### config.mk
export PLATFORM = sky130hd
export DESIGN_NAME = scan_pixel_depth_packer_unit
export DESIGN_NICKNAME = d
export VERILOG_FILES = /design/src/spdp_pkg.sv /design/src/scan_pixel_depth_packer_unit.sv
export SDC_FILE = /design/constraint.sdc
export NUM_CORES = 1
export LEC_CHECK = 0
export BUFFER_PORTS_ARGS = -buffer_cell sky130_fd_sc_hd__buf_2
export CAP_MARGIN = 20
export CORE_ASPECT_RATIO = 0.5
export CORE_MARGIN = 2
export CORE_UTILIZATION = 30
export CTS_BUF_LIST = sky130_fd_sc_hd__clkbuf_8
export DETAILED_ROUTE_END_ITERATION = 10
export GPL_ROUTABILITY_DRIVEN = 0
export GPL_TIMING_DRIVEN = 0
export PLACE_DENSITY = 0.56
export SLEW_MARGIN = 0
export SYNTH_ARGS = -nofsm -noshare
export SYNTH_HDL_FRONTEND = slang
export SYNTH_SLANG_ARGS = --single-unit
### constraint.sdc
create_clock -name clock -period 4.6 [get_ports clock]
set_input_delay 0.92 -clock clock [delete_from_list [all_inputs] [get_ports clock]]
set_output_delay 0.92 -clock clock [all_outputs]
set_load 0.01 [all_outputs]
### src/spdp_pkg.sv
// ----------------------------------------------------------------------------
// spdp_pkg
// Shared types and constants of the scan pixel depth packer.
// ----------------------------------------------------------------------------
`default_nettype none

package spdp_pkg;

   localparam int unsigned MAX_WIDTH_DEF = 16384;

   localparam int IMAGE_WIDTH_W = 15;
   localparam int CSR_INDEX_W   = 2;
   localparam int CSR_DATA_W    = 15;
   localparam int RESULT_DEPTH  = 3;

   // register indexes of the configuration port
   localparam logic [CSR_INDEX_W-1:0] CSR_IMAGE_WIDTH = 2'd0;
   localparam logic [CSR_INDEX_W-1:0] CSR_PIXEL_MODE  = 2'd1;

   // grey quantizer thresholds and the bilevel output bit
   localparam logic [7:0] GREY_LEVEL_3 = 8'd192;
   localparam logic [7:0] GREY_LEVEL_2 = 8'd128;
   localparam logic [7:0] GREY_LEVEL_1 = 8'd64;
   localparam logic [7:0] BILEVEL_BIT  = 8'h80;

   typedef enum logic [1:0] {
      MODE_RGB     = 2'd0,
      MODE_GREY8   = 2'd1,
      MODE_GREY2   = 2'd2,
      MODE_BILEVEL = 2'd3
   } pixel_mode_type;

   typedef struct packed {
      logic [7:0] packed_byte;
      logic       last_of_pixel;
      logic       row_end;
   } out_entry_type;

   function automatic logic [1:0] grey_quantize(input logic [7:0] value);
      logic [1:0] q;
      if (value >= GREY_LEVEL_3) begin
         q = 2'd3;
      end else if (value >= GREY_LEVEL_2) begin
         q = 2'd2;
      end else if (value >= GREY_LEVEL_1) begin
         q = 2'd1;
      end else begin
         q = 2'd0;
      end
      return q;
   endfunction

endpackage

`default_nettype wire

### src/scan_pixel_depth_packer_unit.sv
// ----------------------------------------------------------------------------
// scan_pixel_depth_packer_unit
// Packs one RGB pixel per item into image stream bytes (rgb, grey 8-bit,
// grey 2-bit, bilevel), padding each row to a byte boundary.
//
//   channel  direction  handshake          payload
//   req      in         req_valid/ready    red, green, blue
//   rsp      out        rsp_valid/ready    packed_byte, last_of_pixel, row_end
//   csr      in         csr_write_en       csr_index, csr_wdata
//
// An item is packed in the cycle it is accepted; its bytes leave from a
// three-entry result buffer, one byte per cycle while rsp_ready is high.
// Rgb mode puts three bytes per item through the one output port, the
// other modes at most one. A new item is taken as the last byte leaves.
// Reset is synchronous; it empties the buffer, clears the column and the
// partial byte, and sets image_width to 1 and pixel_mode to rgb.
// ----------------------------------------------------------------------------
`default_nettype none

module scan_pixel_depth_packer_unit #(
   parameter int unsigned MAX_WIDTH = spdp_pkg::MAX_WIDTH_DEF
) (
   input  wire logic                               clock,
   input  wire logic                               reset,
   input  wire logic                               req_valid,
   output logic                                    req_ready,
   input  wire logic [7:0]                         req_red,
   input  wire logic [7:0]                         req_green,
   input  wire logic [7:0]                         req_blue,
   output logic                                    rsp_valid,
   input  wire logic                               rsp_ready,
   output logic [7:0]                              rsp_packed_byte,
   output logic                                    rsp_last_of_pixel,
   output logic                                    rsp_row_end,
   input  wire logic                               csr_write_en,
   input  wire logic [spdp_pkg::CSR_INDEX_W-1:0]   csr_index,
   input  wire logic [spdp_pkg::CSR_DATA_W-1:0]    csr_wdata
);
   import spdp_pkg::*;

   localparam int COL_W = (MAX_WIDTH > 1) ? $clog2(MAX_WIDTH) : 1;
   localparam int CMP_W = (COL_W + 1 > IMAGE_WIDTH_W) ? COL_W + 1 : IMAGE_WIDTH_W;

   logic [IMAGE_WIDTH_W-1:0] image_width_ff;
   pixel_mode_type           pixel_mode_ff;
   logic [COL_W-1:0]         column_ff, column_in;
   logic [7:0]               partial_ff, partial_in;
   logic [2:0]               bit_pos_ff, bit_pos_in;
   logic [1:0]               count_ff, count_in;
   out_entry_type            entry_ff [RESULT_DEPTH];
   out_entry_type            entry_in [RESULT_DEPTH];

   logic                     accept, pop;
   logic [CMP_W-1:0]         width_ext, width_eff, col_next;
   logic                     last_col;
   logic [7:0]               slot_bits, merged;
   logic [3:0]               filled, nbits;
   logic [1:0]               n_res;
   out_entry_type            res [RESULT_DEPTH];

   assign pop       = rsp_valid && rsp_ready;
   assign req_ready = (count_ff == 2'd0) || ((count_ff == 2'd1) && rsp_ready);
   assign accept    = req_valid && req_ready;

   assign rsp_valid         = (count_ff != 2'd0);
   assign rsp_packed_byte   = entry_ff[0].packed_byte;
   assign rsp_last_of_pixel = entry_ff[0].last_of_pixel;
   assign rsp_row_end       = entry_ff[0].row_end;

   // row end against the clamped width
   always_comb begin
      width_ext = CMP_W'(image_width_ff);
      if (width_ext == '0) begin
         width_eff = CMP_W'(1);
      end else if (width_ext > CMP_W'(MAX_WIDTH)) begin
         width_eff = CMP_W'(MAX_WIDTH);
      end else begin
         width_eff = width_ext;
      end
      col_next  = CMP_W'(column_ff) + CMP_W'(1);
      last_col  = (col_next >= width_eff);
      column_in = last_col ? '0 : col_next[COL_W-1:0];
   end

   // pack the pixel and form its results
   always_comb begin
      if (pixel_mode_ff == MODE_GREY2) begin
         slot_bits = {grey_quantize(req_red), 6'd0};
         nbits     = 4'd2;
      end else begin
         slot_bits = (req_red != 8'd0) ? BILEVEL_BIT : 8'd0;
         nbits     = 4'd1;
      end
      merged = partial_ff | (slot_bits >> bit_pos_ff);
      filled = {1'b0, bit_pos_ff} + nbits;

      res[0]     = '{packed_byte: req_red, last_of_pixel: 1'b1, row_end: last_col};
      res[1]     = '{packed_byte: req_green, last_of_pixel: 1'b0, row_end: 1'b0};
      res[2]     = '{packed_byte: req_blue, last_of_pixel: 1'b1, row_end: last_col};
      n_res      = 2'd1;
      partial_in = 8'd0;
      bit_pos_in = 3'd0;

      unique case (pixel_mode_ff) inside
         MODE_RGB: begin
            res[0].last_of_pixel = 1'b0;
            res[0].row_end       = 1'b0;
            n_res                = 2'd3;
         end
         MODE_GREY8: begin
            n_res = 2'd1;
         end
         MODE_GREY2, MODE_BILEVEL: begin
            res[0].packed_byte = merged;
            if ((filled >= 4'd8) || last_col) begin
               n_res = 2'd1;
            end else begin
               // hold the gathered bits for the next pixel
               n_res      = 2'd0;
               partial_in = merged;
               bit_pos_in = filled[2:0];
            end
         end
         default: begin
            n_res = 2'd1;
         end
      endcase
   end

   // result buffer: load on accept, else shift on pop
   always_comb begin
      entry_in = entry_ff;
      count_in = count_ff;
      if (accept) begin
         entry_in = res;
         count_in = n_res;
      end else if (pop) begin
         entry_in[0] = entry_ff[1];
         entry_in[1] = entry_ff[2];
         count_in    = count_ff - 2'd1;
      end
   end

   always_ff @(posedge clock) begin
      entry_ff <= entry_in;
      if (reset) begin
         count_ff   <= 2'd0;
         column_ff  <= '0;
         partial_ff <= 8'd0;
         bit_pos_ff <= 3'd0;
      end else begin
         count_ff <= count_in;
         if (accept) begin
            column_ff  <= column_in;
            partial_ff <= partial_in;
            bit_pos_ff <= bit_pos_in;
         end
      end
   end

   always_ff @(posedge clock) begin
      if (reset) begin
         image_width_ff <= IMAGE_WIDTH_W'(1);
         pixel_mode_ff  <= MODE_RGB;
      end else if (csr_write_en) begin
         unique case (csr_index)
            CSR_IMAGE_WIDTH: image_width_ff <= csr_wdata[IMAGE_WIDTH_W-1:0];
            CSR_PIXEL_MODE:  pixel_mode_ff  <= pixel_mode_type'(csr_wdata[1:0]);
            default: begin
               // drop writes to unknown registers
            end
         endcase
      end
   end

endmodule

`default_nettype wire

==> out/metrics.yaml <==
timing:
  slew_headroom_pct: 31.6
  worst_pin_slew_ps: 1020
  finalHoldViolCount: 0
  whs_ps: 475
  setup_viol: 0
  post-route-period-util_pct: 78.6
  tns_ps: 0
  min_period_ps: 3620
  grt_setup_unrepaired: "false"
  max_freq_mhz: 276
  fin_worst_skew_ps: 13.7
  final_max_slew_viol_count: 0
floorplanning:
  die_h_um: 85.7
  num_io_pins: 58
  dieArea_um2: 14400
  core-area_um2: 12800
  start_util_pct: 31.2
  die_w_um: 167
  rows: 29
setup_path:
  cp_num_buf_inv: 2
  crit_chain: "clkbuf_1, and4_1, nand2_1, nor3_1, xnor2_1, inv_1, ha_1, nand4_1, nor3_1, a2111oi_4, o21ai_1, a32o_1"
  critPathKind: "register to register"
  cp_max_fo: 10
  worstPathArrival_ps: 3720
  crit_path_frequent_cell: "nor3_1"
  endpoint_kind: "register"
  crit_slowest_cell: "a2111oi_4"
  worstPathRequired_ps: 4700
  crit_path_max_incr_delay_ps: 650
  start_kind: "register"
  crit_family: "compound AO/OA/AOI/OAI gates"
logic_synthesis:
  synth-seq-area-share_pct: 43.2
  synth-edff-count: 27
  syn_nets: 521
  synthFlopType: "dfxtp_1"
  async_flop_share_pct: 0
  yosysWarnings: 0
  synth-seq-cells: 73
  ys_types: 56
  netlist_instances: 454
  syn-cell-area_um2: 4010
  synth.avg_cell_area_um2: 8.83
global_routing:
  grt_pass1_wl_um: 16700
  grt.overflow.total: 0
  grt_max_degree: 19
  grt_pass1_vias: 3388
  grtUsageTotal_pct: 15.0
  antenna_found_initial: 0
clocking:
  cts_tree: "done"
  cts_setup_buffers: 0
  postCtsHoldBufs: 0
  numCtsBuffers: 9
  htreeDepth: 3
  cts_resized: 0
  clkTransAtPathRegs_ps: 80
  clockBufferDepth: 2
  clock_sinks: 73
  cts_root_buf: "clkbuf_8"
  clk_latency_ps: 360
outcome:
  violations: "DRC"
  outcome: "finished with violations"
placed_design:
  placed_area_um2: 4510
  portBuffers: 57
  hpwl_um: 7630
  dp.cells: 681
routing:
  dr.pass1.iters: 7
  viasPerCell: 5.04
  drc_errors: 3
  ant_nets: 0
  wl_per_cell_um: 14.6
  wl_um: 10200
  vias: 3515
  drt-initial-drc-count: 288
finish:
  final_cell_area_um2: 4700
  fin_nets: 589
  layout_commonest_cell: "nand2_1"
  final_core_util_pct: 36.6
  instances_no_fill: 697
  antenna_cells: 0
  area_growth_pct: 17.1
  final_cell_mix: "nand2_1 (82), buf_2 (59), dfxtp_1 (46)"
  layout-drive-gt1-share_pct: 16.7
flow_run:
  max-cap-violations: 0
power_and_ir_drop:
  p_leak_nw: 1.79
  power_density_nw_per_um2: 366
  ir_drop_v: 0.000151
worst_hold_path:
  hold_class: "register to register"
cell families after synthesis:
family	Yosys count	share of synthesized area, %
AND/OR/NAND/NOR	177	20.4
AO/OA/AOI/OAI	110	19.9
flip-flops	73	43.2
buffers and inverters	57	6.15
adder cells (fa/ha/maj)	21	6.74
XOR/XNOR	13	2.84
multiplexers	3	0.749
power by group:
part           switching [mW]  internal [mW]  leakage, nW
Sequential             0.0341          0.779        0.641
Clock                   0.248          0.246       0.0955
Combinational           0.265          0.147         1.05
per-stage QoR:
stage,power (mW),setup WS [ps]
after floorplan,1.09,1630
after detailed placement,1.24,1020
final,1.72,983
after CTS,1.74,992
after global routing,1.82,569
after global placement,1.24,1020
sequential cells by signal, summed over array words and instances, names as in the netlist:
signal and cells:
entry_ff 19, rsp_packed_byte 8, bit_pos_ff 3, partial_ff 8, pixel_mode_ff 2, column_ff 14
image_width_ff 15, rsp_last_of_pixel 1, rsp_row_end 1, count_ff 2
final cells by class:
| class | count | area [um^2] |
|---|---|---|
| plain buffers | 41 | 186 |
| clock buffers | 9 | 124 |
| clock inverters | 7 | 65.1 |
| fillers | 1338 | 8150 |
| inverters | 16 | 60.1 |
| multi-input cells | 324 | 2030 |
| flip-flops and latches | 73 | 1730 |
| well taps | 170 | 213 |
| repair buffers | 57 | 285 |
per-layer routing:
metal | part of all wire, % | track usage, % | vias up
met5 | 0 | 0 | -
met4 | 1.6 | 4.82 | 0
met3 | 4.4 | 3.78 | 14
met2 | 43 | 23.6 | 69
met1 | 51 | 20.4 | 1644
li1 | - | - | 1788
synthesized netlist by cell type (all sizes together) (6+ instances only):
cell type	count	area, um^2
nor2	30	113
a21oi	34	170
buf	11	73.8
o31ai	6	45.0
inv	16	60.1
edfxtp	27	811
ha	20	250
dfxtp	46	921
o2111ai	10	87.6
a211oi	13	97.6
nor4	7	43.8
nand3	20	100
xnor2	10	87.6
a31oi	8	50.1
nand2	82	308
clkbuf	30	113
nor3	7	35.0
worst paths after layout:
| path | start | to | slack [ps] | depth (start not counted) |
|---|---|---|---|---|
| worst max register to register | column_ff[5]$_SDFFE_PP0P_ | rsp_row_end$_DFFE_PP_ | 980 | 12 |
| worst min-delay path | image_width_ff[7]$_SDFFE_PP0P_ | image_width_ff[7]$_SDFFE_PP0P_ | 480 | 2 |
| worst max-delay path | column_ff[5]$_SDFFE_PP0P_ | rsp_row_end$_DFFE_PP_ | 980 | 12 |
| worst min register to register | image_width_ff[7]$_SDFFE_PP0P_ | image_width_ff[7]$_SDFFE_PP0P_ | 480 | 2 |
tightest hold or removal path, stage by stage, from the launching register on:
cell	delay [ps]
dfxtp_1	330
nand2_1	50
a21oi_1	50
Power figures use the tool's default switching activity.
